File: src/rtl/core/bfm_pkg.sv
// Shared types and constants for the Brainfuck machine.
// Holds the function, mode, opcode, error and sequencer codes, the word layouts
// and the source character decoder. No dependencies.
package bfm_pkg;

   // Function selector carried with each request word
   typedef enum logic [1:0] {
      FUNC_LOAD    = 2'd0,
      FUNC_EOS     = 2'd1,
      FUNC_EXEC    = 2'd2,
      FUNC_RESTART = 2'd3
   } func_type;

   // Machine mode
   typedef enum logic [1:0] {
      MODE_LOADING = 2'd0,
      MODE_READY   = 2'd1,
      MODE_HALTED  = 2'd2,
      MODE_ERROR   = 2'd3
   } mode_type;

   // Instruction opcodes as stored in the program memory
   typedef enum logic [3:0] {
      OPC_END   = 4'd0,
      OPC_RIGHT = 4'd1,
      OPC_LEFT  = 4'd2,
      OPC_INC   = 4'd3,
      OPC_DEC   = 4'd4,
      OPC_PUT   = 4'd5,
      OPC_GET   = 4'd6,
      OPC_OPEN  = 4'd7,
      OPC_CLOSE = 4'd8
   } opc_type;

   localparam int unsigned OPC_WIDTH = 4;

   // Error codes reported in every response word
   typedef enum logic [2:0] {
      ERR_NONE       = 3'd0,
      ERR_DEEP       = 3'd1,
      ERR_UNMATCHED  = 3'd2,
      ERR_TOO_LARGE  = 3'd3,
      ERR_UNCLOSED   = 3'd4,
      ERR_NOT_LOADED = 3'd5
   } err_type;

   // Control sequencer states
   typedef enum logic [1:0] {
      ST_IDLE  = 2'd0,
      ST_CLOSE = 2'd1,
      ST_PATCH = 2'd2,
      ST_EXEC  = 2'd3
   } state_type;

   // Command characters
   localparam logic [7:0] CH_RIGHT = 8'h3E;   // '>'
   localparam logic [7:0] CH_LEFT  = 8'h3C;   // '<'
   localparam logic [7:0] CH_INC   = 8'h2B;   // '+'
   localparam logic [7:0] CH_DEC   = 8'h2D;   // '-'
   localparam logic [7:0] CH_PUT   = 8'h2E;   // '.'
   localparam logic [7:0] CH_GET   = 8'h2C;   // ','
   localparam logic [7:0] CH_OPEN  = 8'h5B;   // '['
   localparam logic [7:0] CH_CLOSE = 8'h5D;   // ']'

   // One request word after capture
   typedef struct packed {
      func_type   func;
      logic [7:0] src_char;
      logic [7:0] in_byte;
      logic       in_eof;
   } item_type;

   // One response word
   typedef struct packed {
      logic       out_valid;
      logic [7:0] out_byte;
      logic       input_taken;
      logic       halted;
      logic       ready_to_run;
      err_type    error_code;
   } result_type;

   // Controls from the sequencer to the cell store
   typedef struct packed {
      logic rd_en;
      logic wr_en;
      logic clear;
   } cell_cmd_type;

   // Non-command characters map to OPC_END, which no command character produces
   function automatic opc_type decode_char(input logic [7:0] ch);
      opc_type opc;
      case (ch)
         CH_RIGHT: opc = OPC_RIGHT;
         CH_LEFT:  opc = OPC_LEFT;
         CH_INC:   opc = OPC_INC;
         CH_DEC:   opc = OPC_DEC;
         CH_PUT:   opc = OPC_PUT;
         CH_GET:   opc = OPC_GET;
         CH_OPEN:  opc = OPC_OPEN;
         CH_CLOSE: opc = OPC_CLOSE;
         default:  opc = OPC_END;
      endcase
      return opc;
   endfunction

endpackage

File: src/rtl/core/bfm_cells.sv
// Data cell store of the Brainfuck machine with its clearing sweep.
// Synchronous memory, separate write address during the sweep, registered read data. Uses bfm_pkg.
module bfm_cells
   import bfm_pkg::*;
#(
   parameter int unsigned DATA_DEPTH = 128,
   parameter int unsigned CELL_WIDTH = 32
) (
   input  logic                          clock,
   input  logic                          reset,
   input  cell_cmd_type                  cmd,
   input  logic [$clog2(DATA_DEPTH)-1:0] addr,
   input  logic [CELL_WIDTH-1:0]         wr_data,
   output logic [CELL_WIDTH-1:0]         rd_data,
   output logic                          busy
);

   localparam int unsigned DA = $clog2(DATA_DEPTH);

   logic [CELL_WIDTH-1:0] cell_mem [DATA_DEPTH];
   logic [CELL_WIDTH-1:0] rd_ff;
   logic                  clr_busy_ff, clr_busy_in;
   logic [DA-1:0]         clr_addr_ff, clr_addr_in;
   logic                  mem_we;
   logic [DA-1:0]         mem_waddr;
   logic [CELL_WIDTH-1:0] mem_wdata;

   // Sweep one cell per cycle after reset or a clear request
   always_comb begin
      clr_busy_in = clr_busy_ff;
      clr_addr_in = clr_addr_ff;
      if (cmd.clear) begin
         clr_busy_in = 1'b1;
         clr_addr_in = '0;
      end else if (clr_busy_ff) begin
         clr_addr_in = clr_addr_ff + 1'b1;
         if (clr_addr_ff == DA'(DATA_DEPTH - 1)) begin
            clr_busy_in = 1'b0;
         end
      end
   end

   always_ff @(posedge clock) begin
      if (reset) begin
         clr_busy_ff <= 1'b1;
         clr_addr_ff <= '0;
      end else begin
         clr_busy_ff <= clr_busy_in;
         clr_addr_ff <= clr_addr_in;
      end
   end

   // Write port is shared by the sweep and the sequencer
   assign mem_we    = clr_busy_ff || cmd.wr_en;
   assign mem_waddr = clr_busy_ff ? clr_addr_ff : addr;
   assign mem_wdata = clr_busy_ff ? '0 : wr_data;

   always_ff @(posedge clock) begin
      if (mem_we) begin
         cell_mem[mem_waddr] <= mem_wdata;
      end
      if (cmd.rd_en) begin
         rd_ff <= cell_mem[addr];
      end
   end

   assign rd_data = rd_ff;
   assign busy    = clr_busy_ff;

endmodule

File: config.mk
export PLATFORM = sky130hd
export DESIGN_NAME = bfm_cells
export DESIGN_NICKNAME = d
export VERILOG_FILES = /design/src/rtl/core/bfm_pkg.sv /design/src/rtl/core/bfm_cells.sv
export SDC_FILE = /design/constraint.sdc
export NUM_CORES = 2
export LEC_CHECK = 0
export BUFFER_PORTS_ARGS = -buffer_cell sky130_fd_sc_hd__buf_4
export CAP_MARGIN = 40
export CORE_MARGIN = 10
export CORE_UTILIZATION = 45
export CTS_CLUSTER_SIZE = 16
export DETAILED_ROUTE_END_ITERATION = 10
export SLEW_MARGIN = 20
export SYNTH_ARGS = -nofsm -noshare
export SYNTH_HDL_FRONTEND = slang
export SYNTH_SLANG_ARGS = --single-unit
File: constraint.sdc
create_clock -name clock -period 6.4 [get_ports clock]
set_input_delay 0.32 -clock clock [delete_from_list [all_inputs] [get_ports clock]]
set_output_delay 0.32 -clock clock [all_outputs]
set_load 0.01 [all_outputs]
# Word level (Yosys, flattened, before mapping)

Memories as Yosys holds them, arrays and structs flattened. A register that Yosys moved wholly into a read port is not among the register bits.
Index checks and enable logic that the tools add are counted.

Register bits: 8
Bits in latches: 0
Memory bits (writable): 4,096
ROM bits: 0
Input bits: 44
Logic and storage cells: 13
Memories: 1

Add/subtract/negate cells: 1
Multiply operators: 0
Div/mod/pow operators: 0
$lt $le $gt $ge: 0
Equal/unequal tests: 1
Shift operators: 0
Muxes and demuxes: 6
Bitwise logic cells: 0
Reduce and logical (&&, ||, !) cells: 2

Memory list:

| name     | depth | bits a word | rd ports | clocked after memory_dff | write ports | RTL line        | RTL |
|---|---|---|---|---|---|---|---|
| cell_mem | 128   | 32          | 1        | 1                        | 1           | bfm_cells.sv:20 | `logic [CELL_WIDTH-1:0] cell_mem [DATA_DEPTH];` |

Operators by type and width:

| cell                                         | count |
|---|---|
| 2-to-1 mux 32 bit                            | 1 |
| adder 7 x 1 -> 7 bit (second input constant) | 1 |
| == test 7 bit (second input constant)        | 1 |
| 2-to-1 mux 7 bit                             | 1 |
| 2-to-1 mux 1 bit                             | 4 |
| OR reduction 2 bit                           | 1 |
| logical OR 1 bit                             | 1 |

# Depth between registers and ports, before layout

Depth after elaboration: 3
Gate-level depth with buffers: 8

# Worst setup path after synthesis

OpenSTA, ideal clock, no wires.

Path type: register to register
From: register clr_busy_ff (netlist: busy)
To: memory cell_mem[0][12], data pin
Setup time: 825 ps
Arrival time: 4,293 ps
Data required time: 5,575 ps
Slack: 1,281 ps
Stages on the path, launching flop included: 6
Path buffers: 4
Period minus slack after synthesis: 5,119 ps
Path through: dfxtp_1 clkbuf_1 clkbuf_1 clkbuf_1 clkbuf_1 nor2b_1

Cells in the longest elaborated chain, start to end: 1

RTL lines:

| item                    | RTL line        | RTL |
|---|---|---|
| start, declared         | bfm_cells.sv:22 | `logic clr_busy_ff, clr_busy_in;` |
| start signal, assigned  | bfm_cells.sv:48 | `clr_busy_ff <= clr_busy_in;` |
| 2-to-1 mux 32 bit       | bfm_cells.sv:56 | `assign mem_wdata = clr_busy_ff ? '0 : wr_data;` |
| named net mem_wdata[12] | bfm_cells.sv:26 | `logic [CELL_WIDTH-1:0] mem_wdata;` |
| end, declared           | bfm_cells.sv:20 |  |

The timed path passes the listed nets, and every way through them passes these cells.

# Worst setup path in the final report

From: register clr_busy_ff (netlist: busy)
To: memory cell_mem[6][7] (enable)

Cells in the longest elaborated chain, start to end: 3
Elaborated cells between the ends (all ways): 4

RTL lines:

| item                                   | RTL line        | RTL |
|---|---|---|
| logical OR 1 bit                       | bfm_cells.sv:54 | `assign mem_we = clr_busy_ff \|\| cmd.wr_en;` |
| 2-to-1 mux 1 bit                       | bfm_cells.sv:59 | `if (mem_we) begin` |
| 2-to-1 mux 1 bit (implied by the code) | bfm_cells.sv:60 | `cell_mem[mem_waddr] <= mem_wdata;` |

Several ways; a longest one is shown, not always the timed one.

==> results.rst <==
.. list-table::
   :header-rows: 1

   * - Metric
     - Value
   * - Total grt overflow
     - 0
   * - Clock latency reported for the late side of the worst-skew pair
     - 0.97 ns
   * - Count of final max-slew check failures
     - 0
   * - Dominant cells by area after synthesis
     - sky130_fd_sc_hd__edfxtp_1 79%, sky130_fd_sc_hd__mux4_2 19%, sky130_fd_sc_hd__clkbuf_1 0.45%
   * - Share of layout cells above drive strength 1
     - 36.7%
   * - Floorplan die width
     - 611 µm
   * - Wire length of the first global-routing pass
     - 564,000 µm
   * - # nets final
     - 6,622
   * - Total wirelength of the detailed-routed design
     - 399,000 µm
   * - Vias in the first global route
     - 72,165
   * - TNS Setup
     - 0 ns
   * - Commonest cells in the netlist
     - 4,128 x sky130_fd_sc_hd__edfxtp_1, 1,344 x sky130_fd_sc_hd__mux4_2, 187 x sky130_fd_sc_hd__clkbuf_1
   * - Final critical-path share of the clock period
     - 59.9%
   * - Critical Path Sink Type
     - flop
   * - Number of buffers created by CTS
     - 410
   * - Die footprint
     - 374,000 µm²
   * - Initial drt markers
     - 9,489
   * - Final GP Congestion
     - 0.823
   * - Starting density of the core
     - 45.1%
   * - Worst slew slack as a fraction of its limit
     - 28.1%
   * - Detail Placement HPWL
     - 234,000 µm
   * - Total setup violations reported at the end of the flow
     - 0
   * - Worst reg2reg path startpoint
     - busy$_SDFF_PP1_
   * - Actual transition at the worst max-transition pin
     - 1.08 ns
   * - Largest net degree at the start of global routing
     - 135
   * - Final worst slack
     - 2.57 ns
   * - # port buffers
     - 76
   * - Antenna violations before repair
     - 58
   * - DRC violation count after routing
     - 0
   * - Number of failing hold endpoints at the final stage
     - 0
   * - Worst hold margin
     - 0.0897 ns
   * - Largest clock skew in the final design
     - 0.0646 ns
   * - Post-layout minimum cycle time
     - 3.83 ns
   * - Most instantiated library cell after synthesis
     - sky130_fd_sc_hd__edfxtp_1
   * - Maximum fanout along the worst path
     - 22
   * - Detail-routed net length per standard cell
     - 34.4 µm
   * - Top achievable clock speed
     - 0.261 GHz
   * - Area of the mapped netlist
     - 157,000 µm²
   * - Core Rows
     - 217
   * - Growth of design area from synthesis to finish
     - 14.9%
   * - Sink Count
     - 4,136
   * - Synth Instances
     - 6,085
   * - Mapped Nets
     - 6,130
   * - Critical path origin
     - busy$_SDFF_PP1_
   * - Ys async rst share
     - 0%
   * - Total number of yosys warnings
     - 0
   * - Leakage power figure
     - 56.5 nW
   * - CTS tree
     - done
   * - Core Area
     - 349,000 µm²
   * - Total routing resource utilization after global routing
     - 21.1%
   * - Place WS
     - 1.99 ns
   * - First-pass iteration count of the detailed router
     - 5
   * - Total chip power
     - 55.7 mW
   * - Type of the most critical hold path
     - in -> reg
   * - Power density over the cells
     - 308 nW/µm²
   * - DIE HEIGHT
     - 611 µm
   * - Post-synthesis average cell area
     - 25.9 µm²
   * - Buffers from clock root to sink, at most
     - 4
   * - Post-CTS Setup Bufs
     - 0
   * - Data arrival time at the worst-slack endpoint
     - 4.45 ns
   * - Category of the critical setup timing path
     - reg -> reg
   * - Number of synthesized register bits
     - 4,136
   * - Synth top area share
     - 78.8%
   * - Via count
     - 70,523
   * - Max Cap Viol
     - 0
   * - Post-synthesis cell type count
     - 30
   * - RSZ-0062 raised after global routing
     - no
   * - Status
     - finished, final reports clean
   * - Sequential area share after synthesis
     - 78.9%
   * - Clock slew seen by the registers of the worst setup and hold paths
     - 0.07 ns
   * - Root Buffer Master
     - sky130_fd_sc_hd__clkbuf_16
   * - H-tree depth
     - 5
   * - Number of nets with antenna violations after routing
     - 0
   * - Data required time of the worst path
     - 7.02 ns
   * - Predominant post-synthesis flop cell
     - sky130_fd_sc_hd__edfxtp_1
   * - Count of pins on the block boundary
     - 77
   * - Launch instance of the worst min-delay path
     - addr[6]
   * - Vias per std cell
     - 6.08
   * - Maximum vdd drop
     - 0.226 mV
   * - Number of synthesized flops with an enable pin
     - 4,128
   * - Post-synth top area cell
     - sky130_fd_sc_hd__edfxtp_1
   * - Critical path startpoint category
     - flop
[logic make-up (layout without fill, tap and decap cells)]
| logic type | count (synthesis) | after routing | share of synthesized area (%) |
|---|---|---|---|
| buffers and inverters | 329 | 1155 | 0.892 |
| AND/OR/NAND/NOR | 219 | 219 | 0.605 |
| adder cells (fa/ha/maj) | 1 | 1 | 0.00795 |
| AO/OA/AOI/OAI | 17 | 17 | 0.0788 |
| multiplexers | 1379 | 1379 | 19.5 |
| other | 0 | 81 | 0 |
| XOR/XNOR | 4 | 4 | 0.0223 |
| flip-flops | 4136 | 4136 | 78.9 |
[worst paths after layout]
kind	end	slack (ns)	cells past startpoint
worst max-delay path	cell_mem[6][7]$_DFFE_PP_	2.57	6
worst min-delay path	rd_data[25]$_DFFE_PP_	0.09	3
worst max register to register	cell_mem[6][7]$_DFFE_PP_	2.57	6
worst min register to register	clr_addr_ff[0]$_SDFFE_PP0P_	0.56	2
[area by class of cell]
type,instances,area (µm²)
antenna,81,203
clock buffer,487,10700
clock inverter,259,2610
fill,26183,168000
inverter,8,37.5
multi-input combinational,1620,33100
sequential,4136,124000
tap,4599,5750
timing repair buffer,401,4210
[repair_timing]
action                    4_1_cts  5_1_grt
gates resized for setup         0        0
hold buffers                    4        1
hold endpoints to repair       57        3
[registers in the layout, summed over array words and instances (netlist names)]
| register | flops |
|---|---|
| cell_mem | 4096 |
| rd_data | 32 |
| busy | 1 |
| clr_addr_ff | 7 |
[worst max-delay path, stage by stage, from the launching register on]
cell and delay, ns:
sky130_fd_sc_hd__dfxtp_4 0.50, sky130_fd_sc_hd__buf_4 0.35, sky130_fd_sc_hd__nand2b_1 0.16, sky130_fd_sc_hd__o32ai_1 0.42, sky130_fd_sc_hd__nand3_4 0.75, sky130_fd_sc_hd__nor2_4 0.90
sky130_fd_sc_hd__buf_4 0.38
[placed cells by master (no fill, tap or decap), types with 3 or more instances in the layout]
| cell type | Yosys | final |
|---|---|---|
| sky130_fd_sc_hd__buf_12 | 0 | 36 |
| sky130_fd_sc_hd__buf_16 | 0 | 35 |
| sky130_fd_sc_hd__buf_4 | 0 | 317 |
| sky130_fd_sc_hd__buf_8 | 0 | 5 |
| sky130_fd_sc_hd__bufinv_16 | 0 | 47 |
| sky130_fd_sc_hd__clkbuf_1 | 187 | 70 |
| sky130_fd_sc_hd__clkbuf_16 | 0 | 417 |
| sky130_fd_sc_hd__clkinv_1 | 1 | 93 |
| sky130_fd_sc_hd__clkinv_2 | 0 | 79 |
| sky130_fd_sc_hd__clkinv_4 | 0 | 4 |
| sky130_fd_sc_hd__clkinv_8 | 0 | 3 |
| sky130_fd_sc_hd__clkinvlp_4 | 0 | 18 |
| sky130_fd_sc_hd__dfxtp_1 | 8 | 7 |
| sky130_fd_sc_hd__diode_2 | 0 | 81 |
| sky130_fd_sc_hd__dlygate4sd3_1 | 0 | 5 |
| sky130_fd_sc_hd__edfxtp_1 | 4128 | 4128 |
| sky130_fd_sc_hd__inv_1 | 6 | 6 |
| sky130_fd_sc_hd__inv_16 | 0 | 5 |
| sky130_fd_sc_hd__inv_6 | 0 | 8 |
| sky130_fd_sc_hd__mux2_2 | 33 | 33 |
| sky130_fd_sc_hd__mux4_2 | 1344 | 1344 |
| sky130_fd_sc_hd__nand2_1 | 29 | 29 |
| sky130_fd_sc_hd__nand2b_1 | 6 | 6 |
| sky130_fd_sc_hd__nand3_1 | 11 | 3 |
| sky130_fd_sc_hd__nand3_2 | 0 | 7 |
| sky130_fd_sc_hd__nand4_1 | 4 | 4 |
| sky130_fd_sc_hd__nor2_1 | 133 | 5 |
| sky130_fd_sc_hd__nor2_4 | 0 | 128 |
| sky130_fd_sc_hd__nor2b_4 | 0 | 32 |
| sky130_fd_sc_hd__o22ai_1 | 3 | 3 |
| sky130_fd_sc_hd__o32ai_1 | 8 | 5 |
| sky130_fd_sc_hd__o32ai_2 | 0 | 3 |
[power by group]
part | total, mW | internal, mW | switching [mW]
registers | 29.4 | 29.4 | 0.0224
clock network | 24.0 | 13.8 | 10.1
logic | 2.34 | 1.05 | 1.29
[layer usage]
| layer | routed length [µm] | GRT usage (%) | vias up |
|---|---|---|---|
| li1 | - | - | 27849 |
| met1 | 162000 | 30.6 | 38991 |
| met2 | 191000 | 33.1 | 3230 |
| met3 | 34800 | 4.05 | 447 |
| met4 | 11600 | 6.03 | 6 |
| met5 | 37 | 0 | - |
[metrics by stage]
stage | instances | area [µm²] | utilization (%)
6_report | 11591 | 181000 | 51.8
5_1_grt | 11585 | 181000 | 51.8
4_1_cts | 11492 | 180000 | 51.6
3_5_place_dp | 10742 | 167000 | 47.8
3_3_place_gp | 10710 | 166000 | 47.6
2_1_floorplan | 6085 | 157000 | -
No activity file was read; power rests on OpenSTA's default activity.
